<file path="src/hw/rtl/ntis_pkg.sv">
package ntis_pkg;

   localparam int DEF_MAX_ENTRIES = 16;
   localparam int NAME_W          = 72;

   typedef enum logic [1:0] {
      FUNC_CREATE = 2'd0,
      FUNC_DELETE = 2'd1,
      FUNC_SEARCH = 2'd2,
      FUNC_LIST   = 2'd3
   } func_type;

   typedef enum logic [3:0] {
      STAT_CREATED   = 4'd0,
      STAT_EXISTS    = 4'd1,
      STAT_FULL      = 4'd2,
      STAT_DELETED   = 4'd3,
      STAT_ABSENT    = 4'd4,
      STAT_FOUND     = 4'd5,
      STAT_NOT_FOUND = 4'd6,
      STAT_ENTRY     = 4'd7,
      STAT_EMPTY     = 4'd8
   } status_type;

   typedef struct packed {
      logic [1:0]  func;
      logic [63:0] name_low;
      logic [7:0]  name_high;
   } req_type;

   typedef struct packed {
      logic [3:0]  status;
      logic [3:0]  position;
      logic [63:0] entry_low;
      logic [7:0]  entry_high;
      logic [4:0]  occupancy;
      logic        last;
   } rsp_type;

   // Commands from the controller to the datapath.
   typedef struct packed {
      logic       load_key;
      logic       clr_idx;
      logic       inc_idx;
      logic       rd_en;
      logic       rd_next;
      logic       wr_en;
      logic       wr_shift;
      logic       cnt_inc;
      logic       cnt_dec;
      logic       rsp_fire;
      status_type rsp_status;
   } cmd_type;

   // Status from the datapath to the controller.
   typedef struct packed {
      logic scan_done;
      logic match;
      logic full;
      logic empty;
      logic at_last;
   } sts_type;

endpackage

</file>
<file path="src/hw/rtl/name_table_insert_delete_search.sv">
// Create, delete and search read the entries one at a time, from the first. A miss examines all k
// entries before its result strobes; a hit on entry j strobes once entry j has been compared.
// A delete hit then moves each later entry down one place, reading it and writing it back one
// place lower, and then ends with a closing check; otherwise busy drops with the strobe. List
// gives one result per entry, in order; an empty table answers in the cycle after the transfer without raising busy.
// Synchronous reset empties the table, names are not cleared; results never stall.
module name_table_insert_delete_search #(
   parameter int MAX_ENTRIES = ntis_pkg::DEF_MAX_ENTRIES
) (
   input  logic              clock,
   input  logic              reset,
   input  logic              start,
   output logic              busy,
   input  ntis_pkg::req_type req_data,
   output logic              rsp_strobe,
   output ntis_pkg::rsp_type rsp_data
);
   import ntis_pkg::*;

   // The controller sequences scans, compaction and listing; the datapath holds the
   // name memory, the search key, the entry count and the result register.
   cmd_type cmd;
   sts_type sts;

   ntis_ctrl u_ctrl (
      .clock    (clock),
      .reset    (reset),
      .start    (start),
      .req_func (req_data.func),
      .sts      (sts),
      .cmd      (cmd),
      .busy     (busy)
   );

   // A transfer happens when start is high while busy is low; for create, delete and search
   // the datapath captures the zero-terminated name at that edge.
   ntis_dp #(
      .MAX_ENTRIES (MAX_ENTRIES)
   ) u_dp (
      .clock         (clock),
      .reset         (reset),
      .req_name_low  (req_data.name_low),
      .req_name_high (req_data.name_high),
      .cmd           (cmd),
      .sts           (sts),
      .rsp_strobe    (rsp_strobe),
      .rsp_data      (rsp_data)
   );

endmodule

</file>
<file path="src/hw/rtl/ntis_ctrl.sv">
module ntis_ctrl (
   input  logic             clock,
   input  logic             reset,
   input  logic             start,
   input  logic [1:0]       req_func,
   input  ntis_pkg::sts_type sts,
   output ntis_pkg::cmd_type cmd,
   output logic             busy
);
   import ntis_pkg::*;

   typedef enum logic [2:0] {
      S_IDLE,
      S_SCAN_RD,
      S_SCAN_CMP,
      S_SHIFT_RD,
      S_SHIFT_WR,
      S_LIST_RD,
      S_LIST_EMIT
   } state_type;

   state_type state_ff, state_in;
   func_type  func_ff, func_in;

   always_ff @(posedge clock) begin
      if (reset) begin
         state_ff <= S_IDLE;
         func_ff  <= FUNC_CREATE;
      end else begin
         state_ff <= state_in;
         func_ff  <= func_in;
      end
   end

   assign busy = (state_ff != S_IDLE);

   always_comb begin
      cmd            = '0;
      cmd.rsp_status = STAT_CREATED;
      state_in       = state_ff;
      func_in        = func_ff;
      unique case (state_ff)
         S_IDLE: begin
            if (start) begin
               func_in     = func_type'(req_func);
               cmd.clr_idx = 1'b1;
               if (func_type'(req_func) == FUNC_LIST) begin
                  if (sts.empty) begin
                     cmd.rsp_fire   = 1'b1;
                     cmd.rsp_status = STAT_EMPTY;
                  end else begin
                     state_in = S_LIST_RD;
                  end
               end else begin
                  cmd.load_key = 1'b1;
                  state_in     = S_SCAN_RD;
               end
            end
         end
         S_SCAN_RD: begin
            if (sts.scan_done) begin
               // Every entry examined without a hit.
               cmd.rsp_fire = 1'b1;
               state_in     = S_IDLE;
               unique case (func_ff)
                  FUNC_CREATE: begin
                     if (sts.full) begin
                        cmd.rsp_status = STAT_FULL;
                     end else begin
                        cmd.rsp_status = STAT_CREATED;
                        cmd.wr_en      = 1'b1;
                        cmd.cnt_inc    = 1'b1;
                     end
                  end
                  FUNC_DELETE: cmd.rsp_status = STAT_ABSENT;
                  default:     cmd.rsp_status = STAT_NOT_FOUND;
               endcase
            end else begin
               cmd.rd_en = 1'b1;
               state_in  = S_SCAN_CMP;
            end
         end
         S_SCAN_CMP: begin
            if (sts.match) begin
               cmd.rsp_fire = 1'b1;
               state_in     = S_IDLE;
               unique case (func_ff)
                  FUNC_CREATE: cmd.rsp_status = STAT_EXISTS;
                  FUNC_DELETE: begin
                     cmd.rsp_status = STAT_DELETED;
                     cmd.cnt_dec    = 1'b1;
                     state_in       = S_SHIFT_RD;
                  end
                  default:     cmd.rsp_status = STAT_FOUND;
               endcase
            end else begin
               cmd.inc_idx = 1'b1;
               state_in    = S_SCAN_RD;
            end
         end
         S_SHIFT_RD: begin
            if (sts.scan_done) begin
               state_in = S_IDLE;
            end else begin
               cmd.rd_en   = 1'b1;
               cmd.rd_next = 1'b1;
               state_in    = S_SHIFT_WR;
            end
         end
         S_SHIFT_WR: begin
            cmd.wr_en    = 1'b1;
            cmd.wr_shift = 1'b1;
            cmd.inc_idx  = 1'b1;
            state_in     = S_SHIFT_RD;
         end
         S_LIST_RD: begin
            cmd.rd_en = 1'b1;
            state_in  = S_LIST_EMIT;
         end
         S_LIST_EMIT: begin
            cmd.rsp_fire   = 1'b1;
            cmd.rsp_status = STAT_ENTRY;
            if (sts.at_last) begin
               state_in = S_IDLE;
            end else begin
               cmd.inc_idx = 1'b1;
               state_in    = S_LIST_RD;
            end
         end
         default: state_in = S_IDLE;
      endcase
   end

endmodule

</file>
<file path="src/hw/rtl/ntis_dp.sv">
module ntis_dp #(
   parameter int MAX_ENTRIES = ntis_pkg::DEF_MAX_ENTRIES
) (
   input  logic              clock,
   input  logic              reset,
   input  logic [63:0]       req_name_low,
   input  logic [7:0]        req_name_high,
   input  ntis_pkg::cmd_type cmd,
   output ntis_pkg::sts_type sts,
   output logic              rsp_strobe,
   output ntis_pkg::rsp_type rsp_data
);
   import ntis_pkg::*;

   localparam int IDX_W = $clog2(MAX_ENTRIES);
   localparam int CNT_W = $clog2(MAX_ENTRIES + 1);

   logic [NAME_W-1:0] table_mem [MAX_ENTRIES];
   logic [NAME_W-1:0] rd_data_ff;
   logic [NAME_W-1:0] key_ff, key_in;
   logic [CNT_W-1:0]  idx_ff, idx_in;
   logic [CNT_W-1:0]  count_ff, count_in;
   logic [CNT_W-1:0]  idx_plus;
   logic [IDX_W-1:0]  rd_addr, wr_addr;
   logic [NAME_W-1:0] wr_data;
   logic              rsp_strobe_ff;
   rsp_type           rsp_ff, rsp_in;
   logic [CNT_W+3:0]  pos_wide;
   logic [CNT_W+4:0]  occ_wide;
   logic              keep;

   // A name ends at its first zero byte; later bytes are forced to zero.
   always_comb begin
      keep   = 1'b1;
      key_in = '0;
      for (int b = 0; b < 8; b++) begin
         if (req_name_low[b*8 +: 8] == 8'd0) begin
            keep = 1'b0;
         end
         key_in[8 + b*8 +: 8] = keep ? req_name_low[b*8 +: 8] : 8'd0;
      end
      key_in[7:0] = keep ? req_name_high : 8'd0;
   end

   assign idx_plus = idx_ff + CNT_W'(1);
   assign rd_addr  = cmd.rd_next ? idx_plus[IDX_W-1:0] : idx_ff[IDX_W-1:0];
   assign wr_addr  = idx_ff[IDX_W-1:0];
   assign wr_data  = cmd.wr_shift ? rd_data_ff : key_ff;

   always_ff @(posedge clock) begin
      if (cmd.wr_en) begin
         table_mem[wr_addr] <= wr_data;
      end
      if (cmd.rd_en) begin
         rd_data_ff <= table_mem[rd_addr];
      end
   end

   always_comb begin
      idx_in = idx_ff;
      if (cmd.clr_idx) begin
         idx_in = '0;
      end else if (cmd.inc_idx) begin
         idx_in = idx_plus;
      end
      count_in = count_ff;
      if (cmd.cnt_inc) begin
         count_in = count_ff + CNT_W'(1);
      end else if (cmd.cnt_dec) begin
         count_in = count_ff - CNT_W'(1);
      end
   end

   assign sts.scan_done = (idx_ff == count_ff);
   assign sts.match     = (rd_data_ff == key_ff);
   assign sts.full      = (count_ff == CNT_W'(MAX_ENTRIES));
   assign sts.empty     = (count_ff == '0);
   assign sts.at_last   = (idx_plus == count_ff);

   assign pos_wide = {4'd0, idx_ff};
   assign occ_wide = {5'd0, count_in};

   always_comb begin
      rsp_in            = '0;
      rsp_in.status     = cmd.rsp_status;
      rsp_in.occupancy  = occ_wide[4:0];
      rsp_in.last       = 1'b1;
      unique case (cmd.rsp_status)
         STAT_CREATED, STAT_EXISTS, STAT_DELETED, STAT_FOUND: begin
            rsp_in.position = pos_wide[3:0];
         end
         STAT_ENTRY: begin
            rsp_in.position   = pos_wide[3:0];
            rsp_in.entry_low  = rd_data_ff[NAME_W-1:8];
            rsp_in.entry_high = rd_data_ff[7:0];
            rsp_in.last       = sts.at_last;
         end
         default: rsp_in.position = 4'd0;
      endcase
   end

   always_ff @(posedge clock) begin
      if (reset) begin
         count_ff      <= '0;
         rsp_strobe_ff <= 1'b0;
      end else begin
         count_ff      <= count_in;
         rsp_strobe_ff <= cmd.rsp_fire;
      end
   end

   always_ff @(posedge clock) begin
      idx_ff <= idx_in;
      if (cmd.load_key) begin
         key_ff <= key_in;
      end
      if (cmd.rsp_fire) begin
         rsp_ff <= rsp_in;
      end
   end

   assign rsp_strobe = rsp_strobe_ff;
   assign rsp_data   = rsp_ff;

endmodule
</file>
<file path="config.mk">
export PLATFORM = sky130hd
export DESIGN_NAME = name_table_insert_delete_search
export DESIGN_NICKNAME = d
export VERILOG_FILES = /design/src/hw/rtl/ntis_pkg.sv /design/src/hw/rtl/name_table_insert_delete_search.sv /design/src/hw/rtl/ntis_ctrl.sv /design/src/hw/rtl/ntis_dp.sv
export SDC_FILE = /design/constraint.sdc
export NUM_CORES = 2
export LEC_CHECK = 0
export ABC_AREA = 1
export BUFFER_PORTS_ARGS = -buffer_cell sky130_fd_sc_hd__buf_2
export CELL_PAD_IN_SITES_DETAIL_PLACEMENT = 2
export CELL_PAD_IN_SITES_GLOBAL_PLACEMENT = 2
export CORE_ASPECT_RATIO = 0.5
export CORE_MARGIN = 5
export CORE_UTILIZATION = 46
export CTS_BUF_LIST = sky130_fd_sc_hd__clkbuf_4 sky130_fd_sc_hd__clkbuf_8
export CTS_CLUSTER_SIZE = 25
export DETAILED_ROUTE_END_ITERATION = 16
export HOLD_SLACK_MARGIN = 0.02
export PLACE_DENSITY_LB_ADDON = 0.3
export SETUP_SLACK_MARGIN = 0.4
export SLEW_MARGIN = 20
export SYNTH_ARGS = -nofsm -noshare
export SYNTH_HDL_FRONTEND = slang
export SYNTH_HIERARCHICAL = 1
export SYNTH_SLANG_ARGS = --single-unit
</file>
<file path="constraint.sdc">
create_clock -name clock -period 5.74 [get_ports clock]
set_input_delay 0.287 -clock clock [delete_from_list [all_inputs] [get_ports clock]]
set_output_delay 0.287 -clock clock [all_outputs]
set_load 0.05 [all_outputs]
</file>
# ---- Word-level counts from Yosys, hierarchy flattened
# Memory sizes are Yosys's and may differ from the RTL's. A register that Yosys moved wholly into a read port is not among the register bits.
# Cells that the tools add are included.
dict set report word_totals {
  register_bits 174
  mem_bits_rw 1152
  input_bits 77
  output_inout_bits 88
  elab_cells 107
  n_memories 1
}
dict set report op_classes {
  add_sub_neg 3
  eq_ne 18
  n_mux 50
  reduce_logical 16
}
# name words word_bits rd rd_ports_with_merged_regs wr line
set memory_table {}
lappend memory_table {u_dp.table_mem 16 72 1 1 1 ntis_dp.sv:18} ;# logic [NAME_W-1:0] table_mem [MAX_ENTRIES];
# op count
set op_table {}
lappend op_table {{$eq A72 B72 Y1} 1}
lappend op_table {{$mux W72} 1}
lappend op_table {{$logic_not A8 Y1} 8}
lappend op_table {{$mux W5} 6}
lappend op_table {{$mux W1} 22}
lappend op_table {{$pmux W3 S7} 1}
lappend op_table {{$pmux W5 S4} 1}
lappend op_table {{$mux W3} 6}
lappend op_table {{$mux W2} 6}
lappend op_table {{$pmux W3 S2} 2}
lappend op_table {{$add A5 B1 Y5 const B} 2}
lappend op_table {{$eq A5 B5 Y1} 2}
lappend op_table {{$eq A3 B3 Y1 const B} 3}
lappend op_table {{$eq A4 B3 Y1 const B} 2}
lappend op_table {{$eq A3 B2 Y1 const B} 2}
lappend op_table {{$mux W6} 1}
lappend op_table {{$pmux W1 S3} 2}
lappend op_table {{$eq A5 B5 Y1 const B} 1}
lappend op_table {{$logic_not A5 Y1} 1}
lappend op_table {{$reduce_or A5 Y1} 1}
lappend op_table {{$sub A5 B1 Y5 const B} 1}
lappend op_table {{$eq A4 B1 Y1 const B} 1}
lappend op_table {{$eq A4 B2 Y1 const B} 1}
lappend op_table {{$logic_not A4 Y1} 1}
lappend op_table {{11 further kinds} 12}

# ---- Longest topological paths before layout
dict set report logic_depth {
  depth_word 9
  mapped_depth 17
  depth_no_buf 16
}

# ---- Hierarchy
# Netlist, hierarchy kept.
# mod n_inst cells_per_inst area_each_um2 seq_area_each_um2
set by_module_without_submodules {}
lappend by_module_without_submodules {ntis_dp 1 4353 56421.6 41720.0}
lappend by_module_without_submodules {ntis_ctrl 1 86 479.2 100.1}

# ---- Worst setup path after synthesis
# OpenSTA, ideal clock, no wires.
dict set report synth_path {
  path_type {reg2reg}
  from {register u_dp.count_ff[2]}
  to {memory u_dp.table_mem[12][0], enable pin}
  setup_ns 0.503
  arrival_time_ns 4.488
  t_required_ns 5.237
  slack_ns 0.750
  path_stages_with_launch 8
  path_buffers 1
  period_less_slack_ns 4.990
  cell_sequence {dfxtp_1 clkbuf_1 xor2_1 nor3_1 nand4_1 o22ai_1 nand2_1 nor2_1}
}
# element line
set synth_lines {}
lappend synth_lines {{start: declaration} ntis_dp.sv:22} ;# logic [CNT_W-1:0] count_ff, count_in;
lappend synth_lines {{start signal: assignment} ntis_dp.sv:107} ;# count_ff <= count_in;
lappend synth_lines {{end: declaration} ntis_dp.sv:18}

==> reports/results.tsv <==
metric	value	unit
reg2regPathDepth	15	
fmax	0.1819	GHz
first_pass_iters	8	
placementRows	91	
path_buf_inv	2	
syn_inst	4439	
tns	0	ps
cts_htree_levels	4	
yosysMostFrequentCell	edfxtp_1	
worstHoldPathType	input port to flop	
yosys_warnings	6	
grtUsageTotal	41.40	%
worstPathCellList	xnor2_1, nand2_1, nor2_1, nand2_1, nor2_1, nand3_1, nor2_2, nand3_1, nor2_4, nor2_1, nand2_1, nand4_1, buf_4, buf_4, nor2_1	
final_layout_size_suffix_gt1_share	13.91	%
wl	275500	um
p_int	19.43	mW
synth_seq_area_share	73.50	%
cp_max_fo	55	
drtAntennaViolNets	0	
status	finished clean	
cts_setup_buffers	0	
clk_latency	980	ps
synth_edf_count	1382	
fp.dieW	507.4	um
synth-seq-cells	1398	
grt_remaining_overflow	0	
yosysTopAreaCellShare	72.93	%
seqPwrFrac	38.6	%
numCtsBuffers	197	
crit_slowest_cell	xnor2_1	
holdCritStartpoint	req_data[11]	
routed_via_density	6.866	
crit_top_cell	nor2_1	
max-slew-margin-rel	20.62	%
rsz0062_at_grt	no	
clockBufferDepth	3	
end_kind	flop	
r2r_slack	240	ps
cp-start-kind	flop	
reg2reg_from	u_dp/rd_data_ff[51]$_DFFE_PP_	
grt_max_degree	115	
pwr-share-clk	24.7	%
core_area	0.1231	sq mm
die-height	258.7	um
yosys.area.top_type	edfxtp_1	
syn_to_final_growth	13.99	%
start_util	46.23	%
drt_iter0_drc	7444	
p_per_area	539.6	mW/mm^2
synthArstFlopShare	0	%
p_sw_share	44.50	%
worst_path_largest_cell_delay	810	ps
avgSynthCellArea	12.82	sq um
netSwitchingPower	15.57	mW
holdWs	102.3	ps
cts.sinks	1398	
ios	165	
dp.cells	6106	
hold_viol	0	
drc_errors	0	
synth_area_leaders	edfxtp_1 (73%), o211ai_1 (7.6%), nor2_1 (3.8%)	
slew_violations	0	
finish.net_count	4807	
setup_viol	0	
dieArea	0.1313	sq mm
required	6450	ps
synthesis.area	0.05690	sq mm
critPathKind	flop to flop	
cp.arrival	6210	ps
vdd_drop_max	0.0004132	V
tritoncts	yes	
synth_common_cells	edfxtp_1 (1,382), nor2_1 (575), o211ai_1 (574)	
rr_endpoint	u_dp/rsp_data[37]$_SDFFCE_PN0P_	
clk_pin_slew	80	ps
gp_congestion	0.8002	
grt_first_pass_wirelength	383600	um
cts_root_buffer	clkbuf_8	
wl_per_cell	42.05	um
synthesis.nets	4522	
synthFlopType	edfxtp_1	
layout_min_cycle_time	5499	ps
post_layout_nonfiller_instances	6553	
min_to	u_dp/key_ff[11]$_SDFFCE_PN0P_	
yosysUniqueCellTypes	39	
hpwlAfterDp	131500	um
combPwrFrac	36.7	%
worstMarginPinSlew	1191	ps
io_buffer_count	164	
drv_cap	0	
cp_top_family	simple AND/OR/NAND/NOR gates	
fillCellCount	11432	
holdPathStages	2	
antenna_found_initial	18	
final.setup_skew	61.52	ps
grt_pass1_vias	47774	
power_leakage	22.82	nW
num_vias	44993	
fin_crit_sh	95.79	%
==> worst max path at each step <==
stage	startpoint	end	slack [ps]	depth (start not counted)
global route	u_dp/rd_data_ff[51]$_DFFE_PP_	u_dp/rsp_data[37]$_SDFFCE_PN0P_	440	15
global placement	u_dp/key_ff[62]$_SDFFCE_PN0P_	u_dp/rsp_data[37]$_SDFFCE_PN0P_	950	15
detailed placement	u_dp/key_ff[62]$_SDFFCE_PN0P_	u_dp/rsp_data[12]$_SDFFCE_PN0P_	630	15
finish	u_dp/rd_data_ff[51]$_DFFE_PP_	u_dp/rsp_data[37]$_SDFFCE_PN0P_	240	15
CTS	u_dp/rd_data_ff[51]$_DFFE_PP_	u_dp/rsp_data[12]$_SDFFCE_PN0P_	560	15
floorplan	u_dp/count_ff[2]$_SDFF_PP0_	u_dp/table_mem[12][0]$_DFFE_PP_	750	7
==> worst register-to-register path: cells and delay by family, from the launching register on <==
kind          cells  cell delay (ps)
simple gates     12             3190
xor+xnor          1              820
buf+inv           2              730
flops             1              510
==> logic make-up (layout without fill, tap and decap cells) <==
family                   after synthesis  count (layout)  share of synthesized area, %
XOR/XNOR                              74              74                         1.139
other                                  0               6                             0
AO/OA/AOI/OAI                        964             964                         11.05
AND/OR/NAND/NOR                     1248            1248                         8.804
flip-flops                          1398            1398                         73.50
multiplexers                           1               1                       0.01759
buffers and inverters                748            1182                         5.357
adder cells (fa/ha/maj)                6               6                        0.1319
==> layout by cell type, fill, tap and decap left out, types with 7 or more instances in the layout <==
| cell type | netlist | final |
|---|---|---|
| clkbuf_8 | 0 | 203 |
| nand3_1 | 161 | 161 |
| xnor2_1 | 63 | 61 |
| clkinv_1 | 0 | 51 |
| dlygate4sd3_1 | 0 | 80 |
| nor3_1 | 7 | 7 |
| nand2_1 | 470 | 468 |
| buf_6 | 1 | 12 |
| inv_1 | 471 | 471 |
| nor2_1 | 575 | 556 |
| o21ai_0 | 302 | 300 |
| dfxtp_1 | 16 | 16 |
| xor2_1 | 11 | 11 |
| nor2_4 | 3 | 21 |
| o211ai_1 | 574 | 574 |
| edfxtp_1 | 1382 | 1382 |
| clkinv_2 | 0 | 13 |
| buf_2 | 155 | 164 |
| buf_12 | 0 | 34 |
| a21oi_1 | 69 | 9 |
| buf_4 | 9 | 65 |
| a21oi_2 | 0 | 60 |
| o21ai_1 | 9 | 8 |
| clkbuf_4 | 0 | 70 |
| nand4_1 | 17 | 17 |
==> flip-flops by register name, summed over array words and instances (netlist names) <==
register and count:
u_dp/table_mem 1152, u_dp/rsp_data 86, u_dp/key_ff 72, u_dp/rd_data_ff 72
u_dp/count_ff 5, u_dp/idx_ff 5, u_ctrl/state_ff 3, u_ctrl/func_ff 2
u_dp/rsp_strobe 1
==> area by class of cell <==
cell class              count  area [sq um]  area share [%]
well taps                1674          2095           3.229
inverters                 479          1815           2.799
diodes                      6         15.01         0.02315
multi-input cells        2293         12480           19.24
flip-flops and latches   1398         41820           64.48
clock buffers             273          3319           5.118
repair buffers            355          2925           4.510
clock inverters            75         390.4          0.6019
==> power groups by stage <==
stage                     combinational, mW  clock (mW)  sequential, mW
after global routing                   13.0        9.02            13.5
after detailed placement               11.3           0            13.6
final                                  12.9        8.63            13.5
after CTS                              12.0        8.32            13.5
after floorplan                        6.06           0            14.0
after global placement                 10.3           0            13.5
==> what timing repair did <==
item                                   CTS  global route
setup endpoints to repair                7            44
endpoints found under the hold margin   87             0
gates resized for setup                  1             1
hold buffers                            80             0
==> stage by stage <==
| stage | util [%] | setup WS [ps] | cell area, sq um | power, mW |
|---|---|---|---|---|
| 6_report | 52.70 | 241.4 | 64860 | 35.00 |
| 5_1_grt | 52.69 | 438.2 | 64850 | 35.54 |
| 4_1_cts | 52.36 | 556.4 | 64450 | 33.75 |
| 3_5_place_dp | 48.69 | 630.2 | 59930 | 24.87 |
| 3_3_place_gp | 48.69 | 952.5 | 59930 | 23.78 |
| 2_1_floorplan | - | 749.8 | 56900 | 20.06 |
==> metal layers <==
layer  wire length, um  vias up  global-route usage (%)
met3             34100     1298                   12.07
met5               100        -                       0
met1             95130    22907                   50.15
met4             20100       18                   26.55
li1                  -    16503                       -
met2            126100     4267                   65.33
Note: power is estimated with default switching activity, not from simulation.
